<file path="config.mk">
export PLATFORM = sky130hd
export DESIGN_NAME = wildcard_pattern_matcher
export DESIGN_NICKNAME = d
export VERILOG_FILES = /design/src/hdl/wpm_pkg.sv /design/src/hdl/wpm_cell.sv /design/src/hdl/wildcard_pattern_matcher.sv
export VERILOG_INCLUDE_DIRS = /design/src /design/src/hdl
export SDC_FILE = /design/constraint.sdc
export NUM_CORES = 1
export LEC_CHECK = 0
export ABC_CLOCK_PERIOD_IN_PS = 5150
export BUFFER_PORTS_ARGS = -buffer_cell sky130_fd_sc_hd__clkbuf_2
export CAP_MARGIN = 20
export CORE_MARGIN = 2
export CORE_UTILIZATION = 35
export DETAILED_ROUTE_END_ITERATION = 8
export PLACE_DENSITY = 0.6
export SLEW_MARGIN = 20
export SYNTH_ARGS = -nofsm -noshare
export SYNTH_HDL_FRONTEND = slang
export SYNTH_SLANG_ARGS = --single-unit
</file>
<file path="constraint.sdc">
create_clock -name clk_i -period 5.15 [get_ports clk_i]
set_input_delay 1.545 -clock clk_i [delete_from_list [all_inputs] [get_ports clk_i]]
set_output_delay 1.545 -clock clk_i [all_outputs]
set_load 0.05 [all_outputs]
</file>
<file path="src/hdl/wildcard_pattern_matcher_defines.svh">
// Assertion macros for the wildcard pattern matcher.
// Included by the RTL files that carry concurrent checks; no other dependencies.
`ifndef WILDCARD_PATTERN_MATCHER_DEFINES_SVH
`define WILDCARD_PATTERN_MATCHER_DEFINES_SVH

`ifndef SYNTHESIS
// Clocked check, disabled while reset is asserted.
`define WPM_ASSERT(name, prop) \
  name: assert property (@(posedge clk_i) disable iff (!rst_ni) prop) \
    else $error("wpm: assertion failed");
// Clocked check that also holds through reset.
`define WPM_ASSERT_ALWAYS(name, prop) \
  name: assert property (@(posedge clk_i) prop) \
    else $error("wpm: assertion failed");
`else
`define WPM_ASSERT(name, prop)
`define WPM_ASSERT_ALWAYS(name, prop)
`endif

`endif

</file>
<file path="src/hdl/wpm_pkg.sv">
// Shared types and constants for the wildcard pattern matcher.
// No dependencies.
package wpm_pkg;

  localparam int unsigned MaxPatDefault = 64;

  localparam logic [7:0] CharAnyOne = 8'h3F;  // '?'
  localparam logic [7:0] CharAnyRun = 8'h2A;  // '*'

  typedef enum logic [1:0] {
    OpPatChar  = 2'd0,
    OpPatEnd   = 2'd1,
    OpTextChar = 2'd2,
    OpTextEnd  = 2'd3
  } wpm_op_e;

  typedef struct packed {
    wpm_op_e    op;
    logic [7:0] ch;
  } wpm_in_t;

  typedef struct packed {
    logic matched;
    logic overflow;
  } wpm_out_t;

  // Broadcast from the top level to every cell.
  typedef struct packed {
    logic       load;     // pattern char accepted
    logic       fresh;    // that char starts a new pattern
    logic       step;     // text char accepted
    logic       restart;  // pattern end or text end accepted
    logic [7:0] ch;
  } wpm_cmd_t;

  // Handed from cell i to cell i+1.
  typedef struct packed {
    logic used;   // position holds a pattern char
    logic carry;  // star closure into the next position
    logic adv;    // match advances into the next position
  } wpm_link_t;

endpackage

</file>
<file path="src/hdl/wpm_cell.sv">
// One pattern position of the wildcard matcher: stored char, fill flag, active bit.
// Depends on wpm_pkg.
module wpm_cell #(
  parameter bit IsHead = 1'b0
) (
  input  logic              clk_i,
  input  logic              rst_ni,
  input  wpm_pkg::wpm_cmd_t cmd_i,
  input  wpm_pkg::wpm_link_t link_i,
  output wpm_pkg::wpm_link_t link_o,
  output logic              hit_o
);
  import wpm_pkg::*;

  logic [7:0] char_q, char_d;
  logic       used_q, used_d;
  logic       act_q, act_d;
  logic       used_eff, wr, is_star, is_eq, cur;

  always_comb begin
    used_eff = used_q & ~cmd_i.fresh;
    // first free position takes the char
    wr       = cmd_i.load & link_i.used & ~used_eff;
    is_star  = (char_q == CharAnyRun);
    is_eq    = (char_q == CharAnyOne) | (char_q == cmd_i.ch);
    cur      = act_q | link_i.carry;

    link_o.used  = used_eff;
    link_o.carry = cur & used_q & is_star;
    link_o.adv   = cur & used_q & ~is_star & is_eq;

    // this is the end-of-pattern position
    hit_o = cur & ~used_q & link_i.used;

    used_d = used_eff | wr;
    char_d = wr ? cmd_i.ch : char_q;

    if (cmd_i.restart) begin
      act_d = IsHead;
    end else if (cmd_i.step) begin
      act_d = (cur & used_q & is_star) | link_i.adv;
    end else begin
      act_d = act_q;
    end
  end

  always_ff @(posedge clk_i or negedge rst_ni) begin
    if (!rst_ni) begin
      used_q <= 1'b0;
      act_q  <= IsHead;
    end else begin
      used_q <= used_d;
      act_q  <= act_d;
    end
  end

  always_ff @(posedge clk_i) begin
    char_q <= char_d;
  end

endmodule

</file>
<file path="src/hdl/wildcard_pattern_matcher.sv">
// Top level of the wildcard pattern matcher: command decode, chain of cells,
// end position and result register. Depends on wpm_pkg, wpm_cell and the defines header.
//
// Usage:
//   Input channel (in_valid_i / in_stall_o / in_data_i) carries one transaction per
//   item: op selects pattern char, pattern end, text char or text end; ch is the byte.
//   Load pattern chars ('?' = any one byte, '*' = any run, empty too), close the
//   pattern with pattern end, then stream text bytes and finish with text end.
//   Only text end yields a result transaction on the output channel
//   (out_valid_o / out_stall_i / out_data_o): matched and overflow.
//   One item per cycle while in_stall_o is low. The result is registered and shows
//   up the cycle after the text end transaction is accepted.
//   The clock period is set by the star-closure ripple, which runs combinationally
//   through all MaxPat cells like a carry chain.
//   Patterns longer than MaxPat drop the extra chars, set overflow and never match.
//   Reset (rst_ni low, async) empties the pattern, activates only position zero
//   and clears the result valid flag.
//   While a result waits and the receiver stalls, in_stall_o is raised and no
//   new transaction is taken until the result leaves.
module wildcard_pattern_matcher #(
  parameter int unsigned MaxPat = wpm_pkg::MaxPatDefault
) (
  input  logic             clk_i,
  input  logic             rst_ni,
  input  logic             in_valid_i,
  output logic             in_stall_o,
  input  wpm_pkg::wpm_in_t  in_data_i,
  output logic             out_valid_o,
  input  logic             out_stall_i,
  output wpm_pkg::wpm_out_t out_data_o
);
  import wpm_pkg::*;

`include "wildcard_pattern_matcher_defines.svh"

  wpm_cmd_t  cmd;
  wpm_link_t link [MaxPat+1];
  logic [MaxPat:0]   hit_vec;
  logic [MaxPat-1:0] used_vec;

  logic     accept;
  logic     closed_q, closed_d;
  logic     overflow_q, overflow_d;
  logic     act_end_q, act_end_d;
  logic     cur_end, hit;
  logic     out_valid_q, out_valid_d;
  wpm_out_t out_data_q, out_data_d;

  // Result slot full and receiver stalling: hold the input side.
  assign in_stall_o = out_valid_q & out_stall_i;
  assign accept     = in_valid_i & ~in_stall_o;

  always_comb begin
    cmd.load    = accept & (in_data_i.op == OpPatChar);
    cmd.fresh   = accept & (in_data_i.op == OpPatChar) & closed_q;
    cmd.step    = accept & (in_data_i.op == OpTextChar);
    cmd.restart = accept & ((in_data_i.op == OpPatEnd) | (in_data_i.op == OpTextEnd));
    cmd.ch      = in_data_i.ch;
  end

  // Position zero always sees a filled predecessor.
  assign link[0] = '{used: 1'b1, carry: 1'b0, adv: 1'b0};

  for (genvar gi = 0; gi < MaxPat; gi++) begin : g_cell
    wpm_cell #(
      .IsHead (gi == 0)
    ) u_cell (
      .clk_i  (clk_i),
      .rst_ni (rst_ni),
      .cmd_i  (cmd),
      .link_i (link[gi]),
      .link_o (link[gi+1]),
      .hit_o  (hit_vec[gi])
    );
    assign used_vec[gi] = link[gi+1].used;
  end

  // Position MaxPat: only an active bit, reached when every cell is filled.
  assign cur_end         = act_end_q | link[MaxPat].carry;
  assign hit_vec[MaxPat] = cur_end & link[MaxPat].used;
  assign hit             = |hit_vec;

  always_comb begin
    closed_d    = closed_q;
    overflow_d  = overflow_q;
    act_end_d   = act_end_q;
    out_valid_d = out_valid_q & out_stall_i;
    out_data_d  = out_data_q;

    if (cmd.load) begin
      closed_d   = 1'b0;
      // a fresh pattern always has room for its first char
      overflow_d = cmd.fresh ? 1'b0 : (overflow_q | link[MaxPat].used);
    end
    if (cmd.restart) begin
      act_end_d = 1'b0;
    end else if (cmd.step) begin
      act_end_d = link[MaxPat].adv;
    end

    if (accept) begin
      case (in_data_i.op)
        OpPatEnd: begin
          closed_d = 1'b1;
        end
        OpTextEnd: begin
          out_valid_d         = 1'b1;
          out_data_d.matched  = hit & ~overflow_q;
          out_data_d.overflow = overflow_q;
        end
        default: begin
        end
      endcase
    end
  end

  always_ff @(posedge clk_i or negedge rst_ni) begin
    if (!rst_ni) begin
      closed_q    <= 1'b0;
      overflow_q  <= 1'b0;
      act_end_q   <= 1'b0;
      out_valid_q <= 1'b0;
    end else begin
      closed_q    <= closed_d;
      overflow_q  <= overflow_d;
      act_end_q   <= act_end_d;
      out_valid_q <= out_valid_d;
    end
  end

  always_ff @(posedge clk_i) begin
    out_data_q <= out_data_d;
  end

  assign out_valid_o = out_valid_q;
  assign out_data_o  = out_data_q;

  // Filled positions form a contiguous run from position zero.
  `WPM_ASSERT(a_used_thermo, !cmd.fresh |-> $onehot({1'b0, used_vec} + (MaxPat+1)'(1)))
  // Overflow only with every position filled.
  `WPM_ASSERT(a_ovf_full, overflow_q && !cmd.fresh |-> used_vec[MaxPat-1])
  // A text end transaction always lands in the result register.
  `WPM_ASSERT(a_text_end_result, accept && in_data_i.op == OpTextEnd |=> out_valid_q)
  // Never report a match for an overflowed pattern.
  `WPM_ASSERT_ALWAYS(a_no_match_on_ovf, out_valid_o |-> !(out_data_o.matched && out_data_o.overflow))

endmodule

</file>
==> results by stage, run 1 <==
Status:
- The flow ran to the end, and the final reports show no timing, DRC or antenna violations.

Timing:
- The part of the cycle the worst path needs is 95.5%.
- Setup repair after global routing left no endpoint under its margin.
- Static timing analysis puts the maximum clock frequency at 203 MHz.
- The max-slew headroom at the worst pin is 30.7%.
- The count of final setup violators is 0.
- The routed design could run at a clock period as short as 4920 ps.
- The number of pins with negative max-slew slack in the final report came to 0.
- The maximum clock skew at final layout is 30.0 ps.
- The number of hold violations in the final report is 0.
- For the pin with the worst max-slew slack, the measured transition is 1040 ps.

Setup path:
- The worst register-to-register path ends at out_data_o[1].
- The largest fanout on the critical path is 6.
- The logic depth of the worst register-to-register path is 14.
- The worst setup path is captured at a flop.
- The startpoint type of the worst setup path is an input pin.
- The startpoint-to-endpoint class of the critical path is input pin to flop.
- The data arrival time of the worst path is 5270 ps.
- The worst register-to-register path begins at g_cell[0].u_cell.used_q.
- The slack of the worst reg-to-reg path is 280 ps.
- The required time at the worst-slack endpoint is 5500 ps.

Hold path:
- The worst hold path was traced through 2 stages.
- The path class of the lowest-slack min-delay path is flop to flop.
- The worst hold path terminates at g_cell[56].u_cell.act_q.
- The launch instance of the worst min-delay path is g_cell[56].u_cell.act_q.

Synthesis:
- The share of synthesized area occupied by flip-flops and latches is 56.7%.
- The cell area after technology mapping is 33,100 um2.
- Synthesis produced 2,911 cells.
- The synthesized netlist contains 93 unique library cells.
- Yosys mapped a number of flops with a built-in enable equal to 514.
- The total nets after synthesis is 2,925.
- The average instance in the mapped netlist occupies 11.4 um2.
- The number of synthesized register bits is 646.
- The total of warnings raised by yosys is 0.
- The main flop type after synthesis is sky130_fd_sc_hd__edfxtp_1.
- The proportion of register bits with asynchronous set or reset after synthesis is 20.4%.

Die:
- The floorplan has 112 rows.
- The initial utilization of the core area, before any placement, comes to 35.4%.
- The area of the core is 93,500 um2.
- The die is 311 um wide.
- 18 I/O pins were placed.
- The die covers 96,900 um2.
- The die outline height is 311 um.

Final layout:
- At the end of the flow, the number of nets in the layout was 2,999.
- The end-of-flow core utilization is 40.3%.
- Counting the fill cells in the layout gives 8,824.
- The library cells used most frequently in the layout, excluding fill and tap cells, are sky130_fd_sc_hd__edfxtp_1 (514), sky130_fd_sc_hd__xnor2_1 (424), sky130_fd_sc_hd__nor2_1 (293), sky130_fd_sc_hd__nand2_1 (166), sky130_fd_sc_hd__nand4_1 (165).
- In the final layout, flip-flops and latches occupy 18,700 um2.
- The commonest non-fill, non-tap cell in the layout is sky130_fd_sc_hd__edfxtp_1.
- Compared with the post-synthesis result, the final layout area differs by 14.0%.
- The finished layout holds 4,301 standard cells, fillers aside.
- The multi-input combinational cells in the finished layout cover a total of 13,700 um2.
- In the final layout, the share of cells above drive strength 1 is 8.67%.
- The summed area of non-filler cells in the final layout is 37,700 um2.

CTS:
- The number of hold buffers added after cts is 0.
- Counting the buffers created by CTS gives 73.
- The clock tree buffer depth is 3.
- For the worst-skew pair, the clock arrives at the later sink with an insertion delay of 630 ps.
- The buffer cell driving the clock tree root is sky130_fd_sc_hd__clkbuf_16.
- For this design, the sink count on the clock tree is 646.
- The maximum level of the CTS H-tree is 3.
- The number of setup buffers added after CTS is 0.
- The clock tree from TritonCTS is built.
- The number of gates resized after CTS was 0.
- After clock tree synthesis, the clock-pin slew on the worst setup and hold paths is 60 ps.

Global route:
- The met2 layer usage reported by global route is 26.9%.
- The initial antenna violation count is 2.
- The number of global-route vias before repair is 22,815.
- The met3 usage is 2.68%.
- The global-route track usage on met1 is 23.2%.
- The first global-routing pass estimated 129 mm of wire.
- Entering global routing, the biggest net connects 80 pins.
- The final global-route overflow total is 0.
- In this run the most used layer during global routing was met2.
- The total global-route track usage is 16.6%.

Drt:
- The via count normalized by instance count is 5.36.
- The first detailed-routing pass ran for 7 iterations.
- The iteration-0 DRC count of the detailed router is 1,675.
- The routed layout has 23,069 vias.
- In this run the remaining antenna-violating nets after routing total 0.
- Wires add up to 81.8 mm.
- After detailed routing, the number of remaining DRC violations is 0.
- The wire length per cell is 19.0 um.

Power:
- The maximum vdd drop is 0.000190 V.
- For this design the static power due to leakage is 0.0122 uW.
- Dividing total power by cell area gives a power density of 312 nW/um2.

Job:
- Max-cap violations in this run came to 0.

Place:
- The count of port buffers added during placement is 17.
- The instance area at placement is 35,200 um2.
- The global placer's final weighted congestion is 0.831.
- The HPWL after detailed placement is 53.9 mm.
- The post-placement cell count is 4,163.
-- where the power goes --
part           internal [uW]  switching [uW]  leakage [uW]
registers               5700            92.1       0.00644
logic                    259             454       0.00461
clock network           3150            2110       0.00119
-- synthesized netlist by cell type, drive strengths merged, types with 6 or more instances --
library cell  count  share of area, %
a22o             33              0.87
or2              12              0.23
nand2           167               1.9
or3              22              0.42
a21boi           12              0.27
xnor2           424                11
nand3b           23              0.52
a41o             21              0.64
a31oi            21              0.40
or3b              6              0.16
o21ai           126               1.9
o2111ai           7              0.19
a41oi            10              0.29
nor2            295               3.3
nor2b            39              0.74
nor3b            23              0.52
and2              6              0.11
o22ai            20              0.38
or4              12              0.27
a21oi           134               2.0
nor4             43              0.83
a22oi            12              0.27
inv              55              0.62
nand4           165               3.1
xor2             88               2.3
nor4b            16              0.44
nand2b           39              0.76
o31ai            18              0.42
buf              29              0.35
clkbuf           79              0.90
o21bai           19              0.44
edfxtp          514                47
and3             39              0.74
nor4bb           15              0.45
nand3            63              0.95
o211ai            9              0.20
o41ai             6              0.18
nor3             42              0.65
dfrtp           131               9.9
a21o             12              0.27
a32oi             8              0.21
-- area by class of cell --
cell class,count,area share [%]
tap,1254,4.16
sequential,646,49.7
clock inverter,28,0.959
multi-input combinational,2102,36.4
timing repair buffer,107,2.69
clock buffer,108,5.49
antenna,1,0.00664
inverter,55,0.548
-- routing by layer --
layer	routed length, um	vias up	part of all wire, %
met5	9	-	0.011
met4	1580	2	1.9
met3	4130	109	5.0
met2	37600	502	46
met1	38400	11446	47
li1	-	11010	-
-- logic make-up after synthesis --
| family | count (synthesis) | synth area share (%) |
|---|---|---|
| compound gates | 537 | 10.9 |
| xor+xnor | 512 | 13.6 |
| simple gates | 1050 | 16.9 |
| flops | 646 | 56.7 |
| mux | 3 | 0.0946 |
| buf+inv | 163 | 1.87 |
-- stage by stage --
step	worst slack (ps)	TNS (ps)	total power, uW	hold WS (ps)
floorplan	920	0	6300	439
global placement	-126	-126	6610	457
detailed placement	-247	-247	6610	463
CTS	374	0	11900	478
global route	143	0	12200	503
finish	230	0	11800	475
-- critical path: stages --
cell and delay, ps:
sky130_fd_sc_hd__clkbuf_2 140, sky130_fd_sc_hd__nor2_1 210, sky130_fd_sc_hd__and3_2 340, sky130_fd_sc_hd__nor4_1 90
sky130_fd_sc_hd__nor4_1 260, sky130_fd_sc_hd__nand4_1 110, sky130_fd_sc_hd__a2111oi_0 570, sky130_fd_sc_hd__buf_4 220
sky130_fd_sc_hd__o211ai_1 120, sky130_fd_sc_hd__a2111oi_0 490, sky130_fd_sc_hd__nand4_1 130, sky130_fd_sc_hd__o21ai_0 590
sky130_fd_sc_hd__o211a_1 330, sky130_fd_sc_hd__a41oi_2 100
-- flip-flops by register name (all words and copies together), names as in the netlist --
name,flops
act_end_q,1
out_data_o,2
g_cell.u_cell.char_q,512
g_cell.u_cell.act_q,64
overflow_q,1
out_valid_o,1
closed_q,1
g_cell.u_cell.used_q,64
-- how the worst max path moves through the flow --
stage               depth (start not counted)          from  slack [ps]       endpoint
floorplan                                  13    in_valid_i         920  out_data_o[1]
global placement                           14  in_data_i[9]        -130  out_data_o[1]
detailed placement                         14  in_data_i[9]        -250  out_data_o[1]
CTS                                        14  in_data_i[9]         370  out_data_o[1]
global route                               14  in_data_i[9]         140  out_data_o[1]
finish                                     14  in_data_i[9]         230  out_data_o[1]
Note: power is estimated with default switching activity, not from simulation.
==> run 2, diff against run 1 <==
--- a/config.mk
+++ b/config.mk
@@ -10,10 +10,12 @@
 export BUFFER_PORTS_ARGS = -buffer_cell sky130_fd_sc_hd__clkbuf_2
 export CAP_MARGIN = 20
 export CORE_MARGIN = 2
-export CORE_UTILIZATION = 35
+export CORE_UTILIZATION = 30
 export DETAILED_ROUTE_END_ITERATION = 8
-export PLACE_DENSITY = 0.6
+export GPL_TIMING_DRIVEN = 0
+export PLACE_DENSITY = 0.55
 export SLEW_MARGIN = 20
 export SYNTH_ARGS = -nofsm -noshare
 export SYNTH_HDL_FRONTEND = slang
+export SYNTH_HIERARCHICAL = 1
 export SYNTH_SLANG_ARGS = --single-unit
==> results by stage, run 2 <==
Synthesis:
- Counting instances in the post-synthesis netlist gives the leading cell types as sky130_fd_sc_hd__edfxtp_1 (514), sky130_fd_sc_hd__xor2_1 (512), sky130_fd_sc_hd__nor2_1 (323).
- The most instantiated library cell after synthesis is sky130_fd_sc_hd__edfxtp_1.
- The compound-gate portion of the synthesized area is 8.84% (-2.1 points).
- The share of synthesized area occupied by flip-flops and latches is 53.4% (-3.3 points).
- Of all cell types, the one taking the most synthesized area is sky130_fd_sc_hd__edfxtp_1.
- The number of synthesized register bits came to 646 (unchanged).
- The average size of a mapped cell is 12.8 um2 (+13%).
- The area share of fa/ha/maj cells after synthesis is 0% (unchanged).
- The synthesized netlist cell count is 2,739 (-5.9%).
- The number of synthesized flops with an enable pin is 514 (unchanged).
- The share of synthesized area spent on multiplexers is 0% (-0.095 points).
- The cell area after technology mapping is 35,100 um2 (+6.2%).
- The fraction of synthesized cell area taken by the top area cell type is 43.9% (-2.7 points).
- The simple-gate portion of the synthesized area is 22.9% (+6.1 points).
- After synthesis, the largest family of logic cells by area is simple AND/OR/NAND/NOR gates.
- In the post-synthesis netlist, the biggest area contributors are sky130_fd_sc_hd__edfxtp_1 (44%), sky130_fd_sc_hd__xor2_1 (13%), sky130_fd_sc_hd__dfrtp_1 (9.3%).
- Among all flip-flop cells after synthesis, the most frequent one is sky130_fd_sc_hd__edfxtp_1.
- The count of different cell masters after synthesis came to 37 (-60%).
- The total of warnings raised by yosys is 6 (+6).
- The xor-xnor portion of the synthesized cell area is 12.8% (-0.80 points).
- The proportion of register bits with asynchronous set or reset after synthesis is 20.4% (unchanged).

Setup path:
- The most frequent cell on the critical path is sky130_fd_sc_hd__and2_4.
- The startpoint-to-endpoint class of the critical path is flop to flop.
- The worst setup path is launched from a flop.
- The largest fanout on the critical path is 3 (-3).
- The endpoint identified for the worst register-to-register timing path is g_cell[58].u_cell/act_q.
- The slack of the worst reg-to-reg path is -20,060 ps (-20,340 ps).
- The required time at the worst-slack endpoint is 5650 ps (+150 ps).
- For this design, the slowest cell found on the critical path is sky130_fd_sc_hd__dfstp_2.
- The worst setup path is captured at a flop.
- The largest incremental delay on the critical path is 380 ps (-210 ps).
- The data arrival time of the worst path is 25,720 ps (+20,450 ps).
- The logic depth of the worst register-to-register path is 212 (+198).
- The origin of the critical flop-to-flop path is g_cell[0].u_cell/act_q.

Timing:
- The number of pins with negative max-slew slack in the final report was 0 (unchanged).
- The number of hold violations in the final report is 0 (unchanged).
- The maximum clock skew at final layout is 19.3 ps (-10.7 ps).
- The count of final setup violators is 54 (+54).
- The highest attainable clock frequency is 39.7 MHz (-80%).
- The part of the cycle the worst path needs is 490% (+390 points).
- The least setup slack across all paths after layout came to -20,060 ps (-20,290 ps).
- Setup repair after global routing could not meet its margin everywhere.
- The shortest period the worst path allows came to 25,210 ps (+20,290 ps).
- The max-slew headroom at the worst pin is 33.7% (+3.0 points).
- The minimum hold slack is 515 ps (+40.1 ps).
- The setup TNS after final layout is -553,460 ps (-553,460 ps).
- The slew of the pin with the lowest slew margin was 985 ps (-51.1 ps).

Place:
- The HPWL after detailed placement is 45.9 mm (-15%).
- The pre-CTS setup slack is -24,140 ps (-23,890 ps).
- The global placer's final weighted congestion came to 0.711 (-14%).
- The count of port buffers added during placement is 17 (unchanged).

Hold path:
- The endpoint of the worst hold-timing path is closed_q.
- The path class of the tightest hold or removal check is flop to flop.
- The worst hold path begins at closed_q.
- The cell depth of the worst min-delay path came to 2 (unchanged).

Die:
- The die outline width was 346 um (+11%).
- The effective utilization at floorplan came to 30.2% (-5.1 points).
- The die outline area is 120,000 um2 (+24%).
- The count of boundary I/O pins is 18 (unchanged).
- The die outline height is 346 um (+11%).
- The count of standard-cell rows is 125 (+12%).
- The area of the core is 116,000 um2 (+24%).

Global route:
- The first-pass GRT wire length came to 126 mm (-2.5%).
- The total global-route track usage is 13.0% (-3.6 points).
- The maximum number of pins on one net before global-route repair came to 72 (-10%).
- The number of global-route vias before repair was 23,209 (+1.7%).
- The initial antenna violation count came to 0 (-2).
- The final global-route overflow total is 0 (unchanged).

Drt:
- The wire length after detailed routing came to 79.9 mm (-2.3%).
- The wire length per cell was 16.6 um (-13%).
- The final antenna-violating net count was 0 (unchanged).
- The vias after detailed routing was 22,454 (-2.7%).
- The number of optimization iterations in the first detailed-route pass is 7 (unchanged).
- The residual DRC count was 0 (unchanged).
- The via count normalized by instance count is 4.66 (-13%).
- The iteration-0 DRC count of the detailed router came to 1,208 (-28%).

Status:
- The run finished, with violations left.
- The final reports fail on setup timing.

Power:
- The leakage power of the design came to 0.0151 uW (+23%).
- The ratio of total power to cell area is 274 nW/um2 (-12%).
- The maximum vdd drop is 0.000273 V (+44%).
- The total power draw was 12,200 uW (+3.3%).

Final layout:
- The number of flip-flops under the largest register name is 512 (unchanged).
- The largest registers in the layout are g_cell.u_cell/char_q x512, g_cell.u_cell/act_q x64, g_cell.u_cell/used_q x64.
- Leaving out fill and tap cells, the most frequent cells in the layout are sky130_fd_sc_hd__edfxtp_1 (514), sky130_fd_sc_hd__xor2_1 (512), sky130_fd_sc_hd__buf_4 (420), sky130_fd_sc_hd__nor2_1 (260), sky130_fd_sc_hd__dfrtp_1 (131).
- The layout overhead on the synthesized area is 26.4%.
- The library cell used most frequently in the layout, excluding fill and tap cells, is sky130_fd_sc_hd__edfxtp_1.
- The fraction of layout instances using a drive strength above 1 is 36.2% (+28 points).
- The end-of-flow core utilization is 38.2% (-2.1 points).
- Counting flops per register, the top entry is g_cell.u_cell/char_q.
- The number of nets at the end of the flow is 3,252 (+8.4%).

CTS:
- In this run the clock root is driven by a sky130_fd_sc_hd__clkbuf_16.
- The clock tree buffer depth came to 3 (unchanged).
- The clock insertion delay at the later pin of the skew report is 620 ps (about the same).
- The number of CTS-inserted buffers is 71 (-2.7%).
- The clock-pin slew on the worst setup and hold paths came to 60 ps (about the same).
- The number of hold buffers added after cts is 0 (unchanged).
- TritonCTS built the clock tree.
- The number of clock sinks seen by CTS is 646 (unchanged).
- The maximum level of the CTS H-tree is 3 (unchanged).

Job:
- The count of maximum capacitance violations was 0 (unchanged).
run 2: cell count changes after synthesis, sizes merged, moves of 48 or more:
cell,delta
a211oi,+61
clkbuf,-79
nor4,+101
nand4,-163
nor4b,+48
o21ai,-59
xor2,+424
o32ai,+60
xnor2,-424
a21oi,-68
and2,+60
or2,+52
a32oi,+56
run 2: routing by layer:
layer,routed length (um),GRT usage (%),vias to the layer above
met3,2030,1.53,123
li1,-,-,11021
met5,0,0,-
met4,1710,3.77,0
met2,38500,22.0,247
met1,37600,17.4,11063
run 2: power by group:
group	total, uW	switching, uW	internal [uW]
combinational	1080	659	420
sequential	5920	145	5780
clock	5160	2080	3080
total	12200	2880	9270
run 2: worst max path at each step:
stage               slack, ps                        from                 endpoint  depth (start not counted)
global placement       -23930      g_cell[0].u_cell/act_q            out_data_o[1]                        196
CTS                    -20770  g_cell[0].u_cell/char_q[1]  g_cell[58].u_cell/act_q                        212
finish                 -20060      g_cell[0].u_cell/act_q  g_cell[58].u_cell/act_q                        212
detailed placement     -24140      g_cell[0].u_cell/act_q            out_data_o[1]                        196
floorplan              -19830  g_cell[0].u_cell/char_q[3]            out_data_o[1]                        196
global route           -21350  g_cell[0].u_cell/char_q[1]  g_cell[58].u_cell/act_q                        212
run 2: repair_timing:
action / in CTS / in global routing
endpoints found under the setup margin: 56 / 56
resized for setup: 95 / 145
endpoints found under the hold margin: 0 / 0
pin swaps: 90 / 122
setup buffers: 306 / 68
run 2: kinds of logic after synthesis:
group | Yosys count
AO/OA/AOI/OAI | 329
flip-flops | 646
XOR/XNOR | 512
AND/OR/NAND/NOR | 1120
other | 2
buffers and inverters | 130
run 2: cell type report:
cell class / count / area [um2]
Antenna cell: 1 / 2.50
Buffer: 64 / 480
Clock buffer: 105 / 2060
Clock inverter: 27 / 294
Fill cell: 10945 / 71800
Inverter: 66 / 248
Multi-Input combinational cell: 1966 / 16900
Sequential cell: 646 / 18700
Tap cell: 1524 / 1910
Timing Repair Buffer: 423 / 3750
run 2: critical path: cells and delay by family (launching register included):
kind | cells | cell delay [ps]
compound gates | 61 | 8450
simple gates | 115 | 12790
flops | 1 | 380
buf+inv | 36 | 3400
run 2: through the flow:
| step | instance area (um2) | instances |
|---|---|---|
| after floorplan | 35400 | 2742 |
| after global placement | 37400 | 4283 |
| after detailed placement | 38200 | 4316 |
| after CTS | 43200 | 4754 |
| after global routing | 44400 | 4821 |
| final | 44400 | 4822 |
